**src/farey_parents_finder_macros.svh**
```systemverilog
// assertion macros for the farey parents finder
`ifndef FAREY_PARENTS_FINDER_MACROS_SVH
`define FAREY_PARENTS_FINDER_MACROS_SVH
`ifndef SYNTHESIS
`define FPF_ASSERT(lbl, clk, rst_n, prop) \
    lbl: assert property (@(posedge clk) disable iff (!rst_n) prop) \
        else $error("fpf assertion failed");
`define FPF_ASSERT_ALWAYS(lbl, clk, prop) \
    lbl: assert property (@(posedge clk) prop) \
        else $error("fpf assertion failed");
`else
`define FPF_ASSERT(lbl, clk, rst_n, prop)
`define FPF_ASSERT_ALWAYS(lbl, clk, prop)
`endif
`endif

```
**src/fpf_pkg.sv**
```systemverilog
`default_nettype none
package fpf_pkg;
    localparam int WIDTH = 31;
    localparam int CW    = WIDTH + 1;
    localparam int CNTW  = $clog2(WIDTH + 1);
endpackage
`default_nettype wire

```
**src/fpf_div.sv**
```systemverilog
`default_nettype none
`include "farey_parents_finder_macros.svh"
module fpf_div (
    input  wire logic                     i_clk,
    input  wire logic                     i_rst_n,
    input  wire logic                     i_start,
    input  wire logic [fpf_pkg::WIDTH-1:0] i_dividend,
    input  wire logic [fpf_pkg::WIDTH-1:0] i_divisor,
    output logic                          o_done,
    output logic [fpf_pkg::WIDTH-1:0]      o_quot,
    output logic [fpf_pkg::WIDTH-1:0]      o_rem
);
    import fpf_pkg::*;

    logic [WIDTH-1:0] r_rem, n_rem;
    logic [WIDTH-1:0] r_quo, n_quo;
    logic [WIDTH-1:0] r_dvs;
    logic [CNTW-1:0]  r_cnt;
    logic             r_busy;
    logic             r_done;
    logic [WIDTH:0]   w_trial;
    logic [WIDTH:0]   w_diff;

    // one restoring step per cycle, quotient bits shift in from the right
    always_comb begin
        w_trial = {r_rem, r_quo[WIDTH-1]};
        w_diff  = w_trial - {1'b0, r_dvs};
        if (!w_diff[WIDTH]) begin
            n_rem = w_diff[WIDTH-1:0];
            n_quo = {r_quo[WIDTH-2:0], 1'b1};
        end else begin
            n_rem = w_trial[WIDTH-1:0];
            n_quo = {r_quo[WIDTH-2:0], 1'b0};
        end
    end

    always_ff @(posedge i_clk) begin
        if (!i_rst_n) begin
            r_busy <= 1'b0;
            r_done <= 1'b0;
            r_cnt  <= '0;
        end else begin
            r_done <= 1'b0;
            if (i_start) begin
                r_busy <= 1'b1;
                r_cnt  <= CNTW'(WIDTH);
            end else if (r_busy) begin
                r_cnt <= r_cnt - 1'b1;
                if (r_cnt == CNTW'(1)) begin
                    r_busy <= 1'b0;
                    r_done <= 1'b1;
                end
            end
        end
    end

    always_ff @(posedge i_clk) begin
        if (i_start) begin
            r_rem <= '0;
            r_quo <= i_dividend;
            r_dvs <= i_divisor;
        end else if (r_busy) begin
            r_rem <= n_rem;
            r_quo <= n_quo;
        end
    end

    assign o_done = r_done;
    assign o_quot = r_quo;
    assign o_rem  = r_rem;

    `FPF_ASSERT(a_start_idle, i_clk, i_rst_n, i_start |-> !r_busy)
    `FPF_ASSERT(a_divisor_nonzero, i_clk, i_rst_n, i_start |-> (i_divisor != '0))
    `FPF_ASSERT(a_rem_below_divisor, i_clk, i_rst_n, r_done |-> (r_rem < r_dvs))
endmodule
`default_nettype wire

```
**src/fpf_mul.sv**
```systemverilog
`default_nettype none
module fpf_mul (
    input  wire logic                      i_clk,
    input  wire logic [fpf_pkg::CW-1:0]     i_a,
    input  wire logic [fpf_pkg::CW-1:0]     i_b,
    output logic [2*fpf_pkg::CW-1:0]        o_prod
);
    import fpf_pkg::*;

    logic [2*CW-1:0] r_prod;

    always_ff @(posedge i_clk) begin
        r_prod <= i_a * i_b;
    end

    assign o_prod = r_prod;
endmodule
`default_nettype wire

```
**src/farey_parents_finder.sv**
```systemverilog
// channel | valid       | ready        | payload
// input   | i_in_valid  | o_in_ready   | i_child_num_in, i_child_den_in
// output  | o_out_valid | i_out_ready  | o_bad_input, o_red_num .. o_right_den
//
// one item at a time; the input is ready only when the sequencer is idle
// each euclid step runs the shared radix-2 divider, then a multiply and a coefficient update
// worst case 44 steps, then two reductions by the gcd and a cross-multiply compare
// the result sits in an output register; a new item is taken while it waits
// synchronous active-low reset clears the sequencer and the output valid
`default_nettype none
`include "farey_parents_finder_macros.svh"
module farey_parents_finder (
    input  wire logic                      i_clk,
    input  wire logic                      i_rst_n,
    input  wire logic                      i_in_valid,
    output logic                           o_in_ready,
    input  wire logic [fpf_pkg::WIDTH-1:0] i_child_num_in,
    input  wire logic [fpf_pkg::WIDTH-1:0] i_child_den_in,
    output logic                           o_out_valid,
    input  wire logic                      i_out_ready,
    output logic                           o_bad_input,
    output logic [fpf_pkg::WIDTH-1:0]      o_red_num,
    output logic [fpf_pkg::WIDTH-1:0]      o_red_den,
    output logic [fpf_pkg::WIDTH-1:0]      o_left_num,
    output logic [fpf_pkg::WIDTH-1:0]      o_left_den,
    output logic [fpf_pkg::WIDTH-1:0]      o_right_num,
    output logic [fpf_pkg::WIDTH-1:0]      o_right_den
);
    import fpf_pkg::*;

    typedef enum logic [11:0] {
        S_IDLE = 12'b0000_0000_0001,
        S_EUC  = 12'b0000_0000_0010,
        S_EDIV = 12'b0000_0000_0100,
        S_MX   = 12'b0000_0000_1000,
        S_MY   = 12'b0000_0001_0000,
        S_UPD  = 12'b0000_0010_0000,
        S_RP   = 12'b0000_0100_0000,
        S_RQ   = 12'b0000_1000_0000,
        S_CM1  = 12'b0001_0000_0000,
        S_CM2  = 12'b0010_0000_0000,
        S_CM3  = 12'b0100_0000_0000,
        S_FIN  = 12'b1000_0000_0000
    } t_state;

    t_state r_state, n_state;

    logic [WIDTH-1:0] r_p, r_q, r_a, r_b, r_quo, r_rem;
    logic [CW-1:0]    r_xa, r_ya, r_xb, r_yb, r_tx;
    logic [WIDTH-1:0] r_c, r_d, r_pr, r_qr, r_la, r_lb;
    logic [2*CW-1:0]  r_ad;
    logic             r_swap, r_bad;

    logic             r_out_valid, n_out_valid;
    logic             r_o_bad;
    logic [WIDTH-1:0] r_o_rn, r_o_rd, r_o_ln, r_o_ld, r_o_hn, r_o_hd;

    logic             w_accept;
    logic             w_in_bad;
    logic             w_div_start, w_div_done;
    logic [WIDTH-1:0] w_div_dvd, w_div_dvs, w_div_quot, w_div_rem;
    logic [CW-1:0]    w_mul_a, w_mul_b;
    logic [2*CW-1:0]  w_prod;
    logic [CW-1:0]    w_xneg, w_yneg;
    logic             w_load_out;

    assign o_in_ready = (r_state == S_IDLE);
    assign w_accept   = i_in_valid && o_in_ready;
    assign w_in_bad   = (i_child_num_in == '0) || (i_child_num_in >= i_child_den_in);
    assign w_load_out = (r_state == S_FIN) && (!r_out_valid || i_out_ready);
    assign w_xneg     = -r_xb;
    assign w_yneg     = -r_yb;

    fpf_div u_div (
        .i_clk      (i_clk),
        .i_rst_n    (i_rst_n),
        .i_start    (w_div_start),
        .i_dividend (w_div_dvd),
        .i_divisor  (w_div_dvs),
        .o_done     (w_div_done),
        .o_quot     (w_div_quot),
        .o_rem      (w_div_rem)
    );

    fpf_mul u_mul (
        .i_clk  (i_clk),
        .i_a    (w_mul_a),
        .i_b    (w_mul_b),
        .o_prod (w_prod)
    );

    // divider operands and start
    always_comb begin
        w_div_start = 1'b0;
        w_div_dvd   = r_q;
        w_div_dvs   = r_b;
        case (r_state)
            S_EUC: begin
                w_div_start = 1'b1;
                if (r_a != '0) begin
                    w_div_dvd = r_b;
                    w_div_dvs = r_a;
                end else begin
                    w_div_dvd = r_p;
                    w_div_dvs = r_b;
                end
            end
            S_RP: begin
                w_div_start = w_div_done;
            end
            default: begin
                w_div_start = 1'b0;
            end
        endcase
    end

    // multiplier operands
    always_comb begin
        case (r_state)
            S_MX: begin
                w_mul_a = {1'b0, r_quo};
                w_mul_b = r_xa;
            end
            S_MY: begin
                w_mul_a = {1'b0, r_quo};
                w_mul_b = r_ya;
            end
            S_CM1: begin
                w_mul_a = {1'b0, r_la};
                w_mul_b = {1'b0, r_d};
            end
            S_CM2: begin
                w_mul_a = {1'b0, r_c};
                w_mul_b = {1'b0, r_lb};
            end
            default: begin
                w_mul_a = '0;
                w_mul_b = '0;
            end
        endcase
    end

    always_comb begin
        n_state = r_state;
        case (r_state)
            S_IDLE: begin
                if (w_accept) begin
                    n_state = w_in_bad ? S_FIN : S_EUC;
                end
            end
            S_EUC: begin
                n_state = (r_a != '0) ? S_EDIV : S_RP;
            end
            S_EDIV: begin
                if (w_div_done) begin
                    n_state = S_MX;
                end
            end
            S_MX:  n_state = S_MY;
            S_MY:  n_state = S_UPD;
            S_UPD: n_state = S_EUC;
            S_RP: begin
                if (w_div_done) begin
                    n_state = S_RQ;
                end
            end
            S_RQ: begin
                if (w_div_done) begin
                    n_state = S_CM1;
                end
            end
            S_CM1: n_state = S_CM2;
            S_CM2: n_state = S_CM3;
            S_CM3: n_state = S_FIN;
            S_FIN: begin
                if (w_load_out) begin
                    n_state = S_IDLE;
                end
            end
            default: n_state = S_IDLE;
        endcase
    end

    always_comb begin
        n_out_valid = r_out_valid;
        if (r_out_valid && i_out_ready) begin
            n_out_valid = 1'b0;
        end
        if (w_load_out) begin
            n_out_valid = 1'b1;
        end
    end

    always_ff @(posedge i_clk) begin
        if (!i_rst_n) begin
            r_state     <= S_IDLE;
            r_out_valid <= 1'b0;
        end else begin
            r_state     <= n_state;
            r_out_valid <= n_out_valid;
        end
    end

    // datapath
    always_ff @(posedge i_clk) begin
        case (r_state)
            S_IDLE: begin
                if (w_accept) begin
                    r_p   <= i_child_num_in;
                    r_q   <= i_child_den_in;
                    r_a   <= i_child_num_in;
                    r_b   <= i_child_den_in;
                    r_xa  <= CW'(1);
                    r_ya  <= '0;
                    r_xb  <= '0;
                    r_yb  <= CW'(1);
                    r_bad <= w_in_bad;
                end
            end
            S_EUC: begin
                // loop end: b holds the gcd, coefficient magnitudes give one parent
                if (r_a == '0) begin
                    r_d <= r_xb[CW-1] ? w_xneg[WIDTH-1:0] : r_xb[WIDTH-1:0];
                    r_c <= r_yb[CW-1] ? w_yneg[WIDTH-1:0] : r_yb[WIDTH-1:0];
                end
            end
            S_EDIV: begin
                if (w_div_done) begin
                    r_quo <= w_div_quot;
                    r_rem <= w_div_rem;
                end
            end
            S_MY: begin
                r_tx <= r_xb - w_prod[CW-1:0];
            end
            S_UPD: begin
                r_b  <= r_a;
                r_a  <= r_rem;
                r_xb <= r_xa;
                r_yb <= r_ya;
                r_xa <= r_tx;
                r_ya <= r_yb - w_prod[CW-1:0];
            end
            S_RP: begin
                if (w_div_done) begin
                    r_pr <= w_div_quot;
                end
            end
            S_RQ: begin
                if (w_div_done) begin
                    r_qr <= w_div_quot;
                    r_la <= r_pr - r_c;
                    r_lb <= w_div_quot - r_d;
                end
            end
            S_CM2: begin
                r_ad <= w_prod;
            end
            S_CM3: begin
                r_swap <= (r_ad > w_prod);
            end
            default: begin
            end
        endcase
    end

    always_ff @(posedge i_clk) begin
        if (w_load_out) begin
            r_o_bad <= r_bad;
            if (r_bad) begin
                r_o_rn <= '0;
                r_o_rd <= '0;
                r_o_ln <= '0;
                r_o_ld <= '0;
                r_o_hn <= '0;
                r_o_hd <= '0;
            end else begin
                r_o_rn <= r_pr;
                r_o_rd <= r_qr;
                r_o_ln <= r_swap ? r_c  : r_la;
                r_o_ld <= r_swap ? r_d  : r_lb;
                r_o_hn <= r_swap ? r_la : r_c;
                r_o_hd <= r_swap ? r_lb : r_d;
            end
        end
    end

    assign o_out_valid = r_out_valid;
    assign o_bad_input = r_o_bad;
    assign o_red_num   = r_o_rn;
    assign o_red_den   = r_o_rd;
    assign o_left_num  = r_o_ln;
    assign o_left_den  = r_o_ld;
    assign o_right_num = r_o_hn;
    assign o_right_den = r_o_hd;

    `FPF_ASSERT(a_accept_leaves_idle, i_clk, i_rst_n, w_accept |=> !o_in_ready)
    `FPF_ASSERT(a_parents_sum, i_clk, i_rst_n, (r_state == S_CM3) |-> ((r_la + r_c) == r_pr))
    `FPF_ASSERT(a_load_needs_room, i_clk, i_rst_n, w_load_out |-> (!r_out_valid || i_out_ready))
endmodule
`default_nettype wire
```
**config.mk**
```make
export PLATFORM = sky130hd
export DESIGN_NAME = farey_parents_finder
export DESIGN_NICKNAME = d
export VERILOG_FILES = /design/src/fpf_pkg.sv /design/src/fpf_div.sv /design/src/fpf_mul.sv /design/src/farey_parents_finder.sv
export VERILOG_INCLUDE_DIRS = /design/src /design/src/src
export SDC_FILE = /design/constraint.sdc
export NUM_CORES = 2
export LEC_CHECK = 0
export BUFFER_PORTS_ARGS = -buffer_cell sky130_fd_sc_hd__clkbuf_2
export CAP_MARGIN = 25
export CORE_MARGIN = 8
export CORE_UTILIZATION = 69
export CTS_CLUSTER_SIZE = 8
export DETAILED_ROUTE_END_ITERATION = 10
export PLACE_DENSITY = 0.87
export SETUP_SLACK_MARGIN = 0.3
export SLEW_MARGIN = 20
export SYNTH_ARGS = -nofsm -noshare
export SYNTH_HDL_FRONTEND = slang
export SYNTH_SLANG_ARGS = --single-unit
```
**constraint.sdc**
```tcl
create_clock -name i_clk -period 28.7 [get_ports i_clk]
set_input_delay 2.87 -clock i_clk [delete_from_list [all_inputs] [get_ports i_clk]]
set_output_delay 2.87 -clock i_clk [all_outputs]
set_load 0.005 [all_outputs]
```
==> results.json <==
{
  "drt-initial-drc-count": 7965,
  "cts.sinks": 960,
  "clkTransAtPathRegs_ns": 0.05,
  "place_congestion": 1.06,
  "grt_pass1_wl_um": 390000,
  "drt-total-wl_um": 264000,
  "tightestPinTransition_ns": 1.26,
  "synthDistinctLibCells": 77,
  "peakVddDrop_mv": 0.0904,
  "drt_pass1_iterations": 7,
  "fin_ws_ns": 16.87,
  "synth.most_common_cell": "inv_1",
  "syn_nets": 8922,
  "drt-met1-wl_um": 87300,
  "clk-insertion-delay-late_ns": 0.79,
  "final_hold_viol_count": 0,
  "die_w_um": 351,
  "initial_utilization": 0.693,
  "postSynthCellCount": 7478,
  "synth_edf_count": 846,
  "cp_common_cell": "fa_1",
  "io_buffers": 254,
  "grt_max_degree": 171,
  "setup_tns_ns": 0,
  "slew_headroom": 0.153,
  "track_usage": 0.430,
  "fin_util": 0.756,
  "path_class": "flop to flop",
  "run_status": "completed",
  "netlist_top_cells_count": "1,084 x inv_1, 879 x nand2_1, 871 x fa_1, 846 x edfxtp_1, 789 x nor2_1",
  "clockBufferDepth": 3,
  "globalRouteOverflowTotal": 0,
  "ant_nets": 0,
  "core_um2": 112000,
  "vias_per_cell": 6.53,
  "synth_area_leader_cell": "edfxtp_1",
  "fmaxAchievable_mhz": 84.6,
  "power_density_nw_per_um2": 45.1,
  "route.detailed.drc": 0,
  "period_share": 0.412,
  "holdBufCountCts": 0,
  "routed-wl-met3_um": 38900,
  "synth_warnings": 0,
  "fp.dieArea_um2": 124000,
  "slowest_stage": "o31ai_1",
  "hold-worst-slack_ns": 0.426,
  "cellLeakagePower_nw": 38.0,
  "root_buffer": "clkbuf_16",
  "antenna_found_initial": 18,
  "synthDominantCellAreaShare": 0.327,
  "pre_cts_ws_ns": 17.05,
  "crit_path_max_fanout": 33,
  "via_count": 60368,
  "cts_tree": "done",
  "cts_htree_levels": 4,
  "async_flop_share": 0,
  "area_delta_synth_final_pct": 9.14,
  "cts_setup_buffers": 0,
  "netlist_area_um2": 77700,
  "setup_viol": 0,
  "min_path_type": "flop to flop",
  "cts_made_buffers": 139,
  "synth_area_leaders": "edfxtp_1 33%, fa_1 22%, ha_1 8.2%, inv_1 5.2%, nand2_1 4.2%",
  "crit_arrival_ns": 12.46,
  "total_power_w": 0.00382,
  "start_kind": "flop",
  "fin_crit_ns": 11.83,
  "yosys_register_bits": 960,
  "drive_gt1_frac": 0.0830,
  "wl_met2_um": 113000,
  "slowest_delay_ns": 0.91,
  "cap_violations": 0,
  "critPathRequiredTime_ns": 29.34,
  "yosysSeqAreaShare": 0.357,
  "synthFlopType": "edfxtp_1",
  "crit_path_end_kind": "flop",
  "row_count": 123,
  "clock_skew_ns": 0.0626,
  "cts-resized-gates": 0,
  "dpl.hpwl_um": 195000,
  "final_nets": 9097,
  "io_pins": 255,
  "wire_per_inst_um": 28.6,
  "finalMaxSlewViolations": 0,
  "avgSynthCellArea_um2": 10.4,
  "rsz0062_at_grt": "no",
  "routed.top_layer": "met5",
  "grt_pass1_vias": 62517,
  "die-height_um": 351
}
-- where the power goes --
part / total, W / leakage (nW) / switching, W / internal, W
clock network: 0.00157 / 1.96 / 0.000664 / 0.000908
registers: 0.00170 / 8.89 / 0.0000777 / 0.00162
logic: 0.000552 / 27.2 / 0.000332 / 0.000219
total: 0.00382 / 38.0 / 0.00107 / 0.00275
-- cell families after synthesis --
kind of cell	after synthesis	share of synthesized area
and+or+nand+nor	2260	0.128
DFF	960	0.357
muxes	245	0.0326
adders and majority gates	1378	0.306
buffers and inverters	1417	0.0686
AOI/OAI and AO/OA	973	0.0801
xor gates and xnor gates	245	0.0276
-- cell usage in the layout (no fill, tap or decap), types with 10 or more instances in the layout --
cell type / netlist / layout
a211o_1: 10 / 10
a211oi_1: 24 / 24
a21boi_0: 18 / 18
a21o_1: 131 / 131
a21oi_1: 240 / 240
a22oi_1: 94 / 94
a31oi_1: 30 / 30
and2_1: 167 / 165
and3_1: 32 / 32
buf_4: 0 / 104
clkbuf_1: 310 / 57
clkbuf_16: 0 / 140
clkbuf_2: 0 / 254
clkinv_16: 0 / 11
dfxtp_1: 114 / 114
diode_2: 0 / 15
edfxtp_1: 846 / 846
fa_1: 871 / 871
ha_1: 507 / 507
inv_1: 1084 / 1083
mux2_2: 61 / 61
mux2i_1: 184 / 184
nand2_1: 879 / 874
nand2b_1: 40 / 40
nand3_1: 47 / 47
nand4_1: 53 / 53
nor2_1: 789 / 787
nor2b_1: 101 / 100
nor3_1: 42 / 42
nor4_1: 29 / 28
o211ai_1: 19 / 19
o21a_1: 40 / 40
o21ai_0: 237 / 236
o21bai_1: 28 / 28
o31ai_1: 25 / 25
or2_2: 12 / 12
or3_1: 18 / 18
xnor2_1: 178 / 177
xor2_1: 67 / 67
-- final timing paths --
path / start / to / slack [ns] / depth (start not counted)
worst max register to register: r_state[2] / u_mul.o_prod[56] / 16.87 / 32
worst min register to register: u_mul.o_prod[22] / r_ad[22] / 0.43 / 0
worst max-delay path: r_state[2] / u_mul.o_prod[56] / 16.87 / 32
worst min-delay path: u_mul.o_prod[22] / r_ad[22] / 0.43 / 0
-- metal layers --
layer / GRT usage / up-vias
met5: 0 / -
met4: 0.319 / 16
met3: 0.160 / 1283
met2: 0.630 / 4681
met1: 0.523 / 29465
li1: - / 24923
-- through the flow --
step                      instances  instance area, µm²
after global placement         9007               80500
after CTS                      9224               84600
after floorplan                7478               77700
after detailed placement       9009               80500
after global routing           9228               84700
final                          9242               84800
-- final cells by class --
type	count	area, µm²
antenna	15	37.5
clock buffer	197	3720
clock inverter	18	425
fill	7289	27300
inverter	1085	4070
multi-input combinational	5101	44700
sequential	960	27700
tap	1500	1880
timing repair buffer	366	2200
-- state kept, by name, summed over array words and instances, names as in the netlist, 32 cells and up --
signal,count
r_ad,63
r_tx,32
r_xa,32
r_xb,32
r_ya,32
r_yb,32
u_mul.o_prod,63
-- critical path: cells and delay by family, from the launching register on --
kind	cells	cell delay, ns
DFF	1	0.35
buffers and inverters	6	0.75
and+or+nand+nor	11	3.87
AOI/OAI and AO/OA	5	1.98
adders and majority gates	9	4.54
xor gates and xnor gates	1	0.14
(Power assumes the default switching activity.)
